File: config.mk
export PLATFORM = sky130hd
export DESIGN_NAME = ebc_front
export DESIGN_NICKNAME = d
export VERILOG_FILES = /design/src/hw/rtl/ebc_pkg.sv /design/src/hw/rtl/ebc_front.sv
export SDC_FILE = /design/constraint.sdc
export NUM_CORES = 1
export LEC_CHECK = 0
export BUFFER_PORTS_ARGS = -buffer_cell sky130_fd_sc_hd__buf_2
export CAP_MARGIN = 0
export CELL_PAD_IN_SITES_DETAIL_PLACEMENT = 0
export CELL_PAD_IN_SITES_GLOBAL_PLACEMENT = 1
export CORE_MARGIN = 10
export CORE_UTILIZATION = 43
export DETAILED_ROUTE_END_ITERATION = 7
export MAX_ROUTING_LAYER = met4
export PLACE_DENSITY = 0.78
export SYNTH_ARGS = -nofsm -noshare
export SYNTH_HDL_FRONTEND = slang
export SYNTH_SLANG_ARGS = --single-unit
export TNS_END_PERCENT = 100
File: constraint.sdc
create_clock -name clk -period 1.78 [get_ports clk]
set_input_delay 0.445 -clock clk [delete_from_list [all_inputs] [get_ports clk]]
set_output_delay 0.445 -clock clk [all_outputs]
set_load 0.03 [all_outputs]
File: src/hw/rtl/ebc_pkg.sv
package ebc_pkg;
  localparam logic [1:0] FUNC_WRITE = 2'd0;
  localparam logic [1:0] FUNC_EXEC  = 2'd1;
  localparam logic [1:0] FUNC_READ  = 2'd2;
  localparam logic [15:0] SP_RESET = 16'hf000;
  localparam logic [7:0] RST_MASK = 8'h38;

  typedef struct packed {
    logic [1:0]  func;
    logic [15:0] address;
    logic [7:0]  data;
  } cmd_t;

  typedef enum logic [3:0] {
    ST_IDLE, ST_F0, ST_F1, ST_F2, ST_F3, ST_D0, ST_D1, ST_D2, ST_D3,
    ST_EXEC, ST_W0, ST_W1, ST_DONE
  } state_t;

  function automatic logic parity_even(input logic [7:0] v);
    return ~(^v);
  endfunction
endpackage

File: src/hw/rtl/ebc_front.sv
module ebc_front (
  input  logic          clk,
  input  logic          rst_n,
  input  logic          in_valid,
  output logic          in_ready,
  input  logic [1:0]    func,
  input  logic [15:0]   address,
  input  logic [7:0]    data,
  output ebc_pkg::cmd_t q_cmd,
  output logic          q_valid,
  input  logic          q_pop
);
  ebc_pkg::cmd_t slot_r [2];
  logic [1:0] cnt_r, cnt_nxt;
  logic wp_r, rp_r;
  logic push;

  assign in_ready = cnt_r != 2'd2;
  assign push = in_valid && in_ready;
  assign q_valid = cnt_r != 2'd0;
  assign q_cmd = slot_r[rp_r];
  always_comb begin
    cnt_nxt = cnt_r + {1'b0, push} - {1'b0, q_pop};
  end

  always_ff @(posedge clk) begin
    if (!rst_n) begin
      cnt_r <= 2'd0;
      wp_r <= 1'b0;
      rp_r <= 1'b0;
    end else begin
      cnt_r <= cnt_nxt;
      if (push) begin
        wp_r <= ~wp_r;
      end
      if (q_pop) begin
        rp_r <= ~rp_r;
      end
    end
  end

  always_ff @(posedge clk) begin
    if (push) begin
      slot_r[wp_r] <= '{func: func, address: address, data: data};
    end
  end
endmodule

# Word level (Yosys, flattened, before mapping)

Memories as Yosys holds them, arrays and structs flattened. A register that Yosys moved wholly into a read port is not among the register bits.
Cells that the tools add are included.

Bitwise logic cells: 2
Equal/unequal tests: 1
Add/subtract/negate cells: 2
Mux-type cells: 4
Reduce and logical (&&, ||, !) cells: 2

Operators by type and width:

| operator                                      | number |
|---|---|
| 1-bit two-way mux                             | 4 |
| 2-bit by 1-bit adder with 2-bit output        | 1 |
| 2-bit inequality test (second input constant) | 1 |
| 1-bit inverter                                | 2 |
| 2-bit nonzero test                            | 1 |
| 2-bit by 1-bit subtractor with 2-bit output   | 1 |
| 1-bit logical AND                             | 1 |

Register bits: 4
Memories: 1
Logic and storage cells: 15
Output and inout port bits: 28
Bits in writable memories: 52
Bits of input ports: 30

Memory list:

| memory | depth | bits a word | read ports | clocked after memory_dff | wr ports | line            | source |
|---|---|---|---|---|---|---|---|
| slot_r | 2     | 26          | 1          | 1                        | 1        | ebc_front.sv:13 | `ebc_pkg::cmd_t slot_r [2];` |

# Logic depth before layout (Yosys ltp)

Gate-level depths: netlist (run 1).

Depth in word-level cells: 4
Depth in mapped cells: 7
Depth with buffers taken out: 7

# Least setup slack after synthesis (run 1)

No wires, ideal clock.

Kind: register to register
From: register cnt_r[0]
To: memory slot_r[1][0] (netlist name), enable pin
Arrival: 1.493 ns
Period minus slack after synthesis: 1.879 ns
Required time: 1.395 ns
Cell stages (with the launch flop): 3
Setup time: 0.385 ns
Setup slack: -0.099 ns
Buffers on the path: 0
Path through: dfxtp_1 > nand2b_1 > and3_1

Longest elaborated chain between the ends: 4

Ends and longest elaborated chain:

| element                                 | line            | source |
|---|---|---|
| from (decl)                             | ebc_front.sv:14 | `logic [1:0] cnt_r, cnt_nxt;` |
| from (signal assigned)                  | ebc_front.sv:32 | `cnt_r <= cnt_nxt;` |
| 2-bit inequality test                   | ebc_front.sv:18 | `assign in_ready = cnt_r != 2'd2;` |
| via in_ready                            | ebc_front.sv:5  | `output logic in_ready,` |
| 1-bit logical AND                       | ebc_front.sv:19 | `assign push = in_valid && in_ready;` |
| 1-bit two-way mux                       | ebc_front.sv:43 | `if (push) begin` |
| 1-bit two-way mux (implied by the code) | ebc_front.sv:44 | `slot_r[wp_r] <= '{func: func, address: address, data: data};` |
| to (decl)                               | ebc_front.sv:13 |  |

The timed path passes the listed nets, and every way through them passes these cells.

==> results of run 1 <==
## per-layer routing
layer	vias to the layer above	wire, um	track usage [%]
li1	568	-	-
met5	-	0	-
met4	0	114	6.50
met3	11	268	4.82
met2	39	2370	19.1
met1	589	1700	11.4
## cells by family after synthesis
logic type      after synthesis  synth area share (%)
compound gates                5                  2.10
xor+xnor                      2                 0.816
fa+ha+maj                     1                 0.582
buf+inv                       5                  1.63
flops                        57                  77.3
mux                          27                  14.1
simple gates                 12                  3.44
## registers in the layout, indices dropped and copies added (netlist names), named ones only
name	flops
cnt_r	2
slot_r	52
rp_r	1
wp_r	1
## per-stage QoR
step,util (%),TNS (ns)
detailed placement,53.5,0
CTS,63.0,-0.412
finish,63.3,-0.00360
global placement,53.5,0
global route,63.3,-0.834
floorplan,-,0
## worst reg2reg max path, cell delays in order (launching register included)
cell	delay, ns
dfxtp_1	0.38
nand2b_1	0.23
nand2_1	0.09
xnor2_1	0.14
ha_1	0.22
nand3b_1	0.13
mux2i_1	0.06
a211o_1	0.22
## cells in the mapped netlist, types with 2 or more instances
master | number | area share [%]
mux2_2 | 26 | 14
buf_6 | 2 | 1.0
nand2_1 | 2 | 0.35
dfxtp_1 | 5 | 4.7
edfxtp_1 | 52 | 73
and2_1 | 3 | 0.87
nand3b_1 | 2 | 0.70
inv_1 | 2 | 0.35
## repair_timing
item	4_1_cts	5_1_grt
resized for setup	84	4
gates cloned	2	0
setup endpoints to repair	26	26
buffers inserted	0	0
## area by class of cell
class / count / area share (%)
sequential: 57 / 54.9
tap: 67 / 2.77
multi-input combinational: 47 / 18.2
timing repair buffer: 66 / 18.2
clock buffer: 16 / 5.61
inverter: 2 / 0.371
## power breakdown
group / switching, mW / internal, mW / total (mW)
sequential: 0.0464 / 1.60 / 1.65
combinational: 0.408 / 0.381 / 0.789
clock: 0.444 / 0.584 / 1.03
## worst max path at each step
stage                               end  startpoint
after floorplan                cnt_r[1]    cnt_r[0]
after global placement    slot_r[0][17]    in_valid
after detailed placement       cnt_r[1]    in_valid
after CTS                      q_cmd[5]        flop
after global routing           q_cmd[5]        flop
final                          q_cmd[5]        flop
==> metrics.txt, run 1 <==
Post-Route WL=4.45 mm; commonest non-fill, non-tap cells in the layout=edfxtp_1 (52), buf_2 (31), buf_6 (30); Avg Vias per Cell=4.73; final non-filler cell area=0.00303 sq mm; HP Class=primary input to flop; status=finished with violations; crit path cell chain=buf_6 > mux2_4 > buf_6; Worst-path clk slew=0.06 ns; syn avg cell area=19.7 sq um; fmax=0.561 GHz; n_diodes=0; Setup crit end kind=output port; Placed Cells=237; CP max stage cell=dfxtp_4; startpoint types=flop; Final Cycle Share=100%; Hold Crit Endpoint=slot_r[0][2]; Iter 0 DRT Violations=42; Top delay family on crit path=flip-flops; GRT Overall Usage=11.6%; Max-slew headroom=79.5%; worst endpoint data arrival time=1.34 ns; reg-to-reg endpoint=cnt_r[1]; initial antenna violation count=0; most used flip-flop cell after synthesis=edfxtp_1; crit path max fanout=5; Initial DRT Pass Iterations=4; Tmin final=1.78 ns; EDFF count, synth=52; total power=3.46 mW; area grow syn2layout=41.1%; total grt overflow=0; R2R setup slack=0.20 ns; Die Wd=90.7 um; first-pass GRT wire length=7.13 mm; #FFs+latches synth=57; max cap viols=0; Syn Inst Count=109; Layout Nets=214; Post-Layout Cell Count=255; CTS Sinks=57; number of port buffers=57; post-synth net total=140; CP most frequent cell=buf_6; r2r worst-path depth=7; standard-cell rows=25; vias in the first global route=1364; Setup Viol. Count Final=1; Lkg Pwr=1.22 nW; Ys Warns=0; I/O Pins=58; Worst path depth=3; Place WS=0.214 ns; FF/Latch Area=0.00167 sq mm; leading cell type in the layout, fill and taps excluded=edfxtp_1; hold path start=data[2]; instance area at placement=0.00256 sq mm; fraction of registers with async set/reset=0%; antenna-violating nets left=0; filler cell count=349; Clock Latency Late Sink=0.33 ns; final setup margin=-0.00360 ns; VDD IR max=0.000489 V; Routed WL per cell=17.4 um; die area=0.00822 sq mm; Core ar.=0.00479 sq mm; Hold-fix buffers, CTS=0; fin. max-slew vios=0; TritonCTS clock tree=done; Die Y=90.7 um; largest net degree at the start of global routing=15; CP max stage delay=0.40 ns; DR vias=1207; H-tree levels=3; clock root cell=clkbuf_8; reg-to-reg critical path startpoint=cnt_r[0]; Synth Cell Area=0.00215 sq mm; layout cells sized above 1=58.0%; residual DRC count=0; dpl hpwl=3.02 mm; register area share after synthesis=77.3%; data required time of the worst path=1.33 ns; RSZ-0062 raised after global routing=true; GPL Wtd Cong=0.682; Hold Path Cell Cnt=1; failing checks=setup timing; clk buf depth=2; Worst Max-Slew Pin Slew=0.304 ns; Worst Path Buf+Inv=2; crit path kind=flop to output port; Cell Pwr Density=1140 mW/mm^2; area of the multi-input gates=551 sq um; Synth cell types=23; hold_ws=0.306 ns; final clock skew=0.00482 ns; CTS Buf Count=9; Final Hold Vio Count=0; Starting Density=44.9%
Note: power is estimated with default switching activity, not from simulation.
==> inputs of run 2 (changes only) <==
--- a/config.mk
+++ b/config.mk
@@ -7,13 +7,12 @@
 export LEC_CHECK = 0
 export BUFFER_PORTS_ARGS = -buffer_cell sky130_fd_sc_hd__buf_2
 export CAP_MARGIN = 0
-export CELL_PAD_IN_SITES_DETAIL_PLACEMENT = 0
-export CELL_PAD_IN_SITES_GLOBAL_PLACEMENT = 1
 export CORE_MARGIN = 10
-export CORE_UTILIZATION = 43
+export CORE_UTILIZATION = 54
 export DETAILED_ROUTE_END_ITERATION = 7
+export GPL_TIMING_DRIVEN = 0
 export MAX_ROUTING_LAYER = met4
-export PLACE_DENSITY = 0.78
+export PLACE_DENSITY = 0.82
 export SYNTH_ARGS = -nofsm -noshare
 export SYNTH_HDL_FRONTEND = slang
 export SYNTH_SLANG_ARGS = --single-unit
==> constraint.sdc (replaced) <==
create_clock -name clk -period 2.1 [get_ports clk]
set_input_delay 0.525 -clock clk [delete_from_list [all_inputs] [get_ports clk]]
set_output_delay 0.525 -clock clk [all_outputs]
set_load 0.03 [all_outputs]
==> metrics.txt, run 2 (same netlist as run 1, synthesis figures left out) <==
Clock Latency Late Sink=0.31 ns; VDD IR max=0.000691 V; reg-to-reg critical path startpoint=cnt_r[0]; Setup Viol. Count Final=0; GRT Overall Usage=12.2%; first-pass GRT wire length=6.44 mm; number of port buffers=57; clock root cell=clkbuf_8; Hold Path Cell Cnt=1; crit path max fanout=10; HP Class=primary input to flop; crit path cell chain=buf_4 > buf_6 > mux2_2 > buf_2; reg-to-reg endpoint=slot_r[0][1]; Tmin final=1.99 ns; hold_ws=0.399 ns; Post-Route WL=3.99 mm; Hold-fix buffers, CTS=0; die area=0.00690 sq mm; hold path start=data[0]; commonest non-fill, non-tap cells in the layout=buf_2 (57), edfxtp_1 (52), mux2_2 (26); Post-CTS Setup Inserts=0; H-tree levels=3; total grt overflow=0; DR vias=1161; GPL Wtd Cong=0.730; crit path kind=flop to output port; final non-filler cell area=0.00270 sq mm; TritonCTS clock tree=done; Setup crit end kind=output port; n_diodes=0; status=finished clean; Layout Nets=208; Final Cycle Share=94.9%; startpoint types=flop; Max-slew headroom=32.9%; Die Wd=83.1 um; CTS Buf Count=9; standard-cell rows=22; total power=2.89 mW; Top delay family on crit path=buffers and inverters; Worst-path clk slew=0.06 ns; I/O Pins=58; clk buf depth=2; CP max stage cell=mux2_2; r2r worst-path depth=3; fin. max-slew vios=0; Final Hold Vio Count=0; Worst Path Buf+Inv=3; biggest regs=slot_r x52, cnt_r x2; vias in the first global route=1340; total negative slack=0 ns; Lkg Pwr=1.05 nW; Die Y=83.1 um; R2R setup slack=0.26 ns; Avg Vias per Cell=5.07; fmax=0.502 GHz; dpl hpwl=2.88 mm; RSZ-0062 raised after global routing=false; residual DRC count=0; initial antenna violation count=0; Iter 0 DRT Violations=90; area grow syn2layout=25.7%; Largest Register=slot_r; max cap viols=0; final clock skew=0.00562 ns; data required time of the worst path=1.57 ns; max FFs per register=52; leading cell type in the layout, fill and taps excluded=buf_2; Core ar.=0.00374 sq mm; Cell Pwr Density=1070 mW/mm^2; instance area at placement=0.00249 sq mm; antenna-violating nets left=0; Starting Density=57.4%; layout cells sized above 1=55.8%; Hold Crit Endpoint=slot_r[1][0]; CP max stage delay=0.34 ns; Post-CTS Resized=0; Routed WL per cell=17.4 um; largest net degree at the start of global routing=27; CTS Sinks=57; Initial DRT Pass Iterations=4; worst endpoint data arrival time=1.47 ns; Worst Max-Slew Pin Slew=1.00 ns
run 2: changes by cell type in the layout (fill, tap and decap cells not counted), moves of 2 or more:
| cell | change |
|---|---|
| bufinv_16 | +2 |
| mux2_4 | -26 |
| buf_2 | +26 |
| buf_4 | -2 |
| clkbuf_8 | -2 |
| clkbuf_1 | -4 |
| clkinv_1 | +3 |
| buf_6 | -29 |
| mux2_2 | +26 |
run 2: final cells by class:
class	count	area, sq um
clock buffer	10	128
sequential	57	1660
timing repair buffer	57	285
buffer	3	33.8
clock inverter	5	71.3
inverter	2	7.51
fill	253	1040
tap	48	60.1
multi-input combinational	47	453
run 2: per-layer routing:
| metal | GRT usage [%] | routed length (um) |
|---|---|---|
| met2 | 21.5 | 2240 |
| met1 | 11.8 | 1550 |
| met5 | - | 0 |
| met4 | 6.92 | 58 |
| met3 | 3.32 | 146 |
run 2: where the power goes:
group	switching, mW	internal [mW]
clock network	0.371	0.649
logic	0.310	0.176
registers	0.0310	1.36
total	0.712	2.18
run 2: worst max-delay path by stage:
stage,from,end,slack [ns],depth (start not counted)
6_report,flop,q_cmd[5],0.11,4
5_1_grt,flop,q_cmd[5],0.03,4
4_1_cts,flop,q_cmd[20],0.01,4
3_5_place_dp,in_valid,slot_r[1][24],0.02,2
3_3_place_gp,in_valid,slot_r[1][17],0.06,2
2_1_floorplan,cnt_r[0],slot_r[1][0],0.22,2
run 2: metrics by stage:
stage	std cells	util [%]	setup slack, ns
final	229	72.1	0.108
after global routing	229	72.1	0.0255
after CTS	229	71.9	0.0141
after detailed placement	214	66.6	0.0220
after global placement	214	66.6	0.0562
after floorplan	109	-	0.221
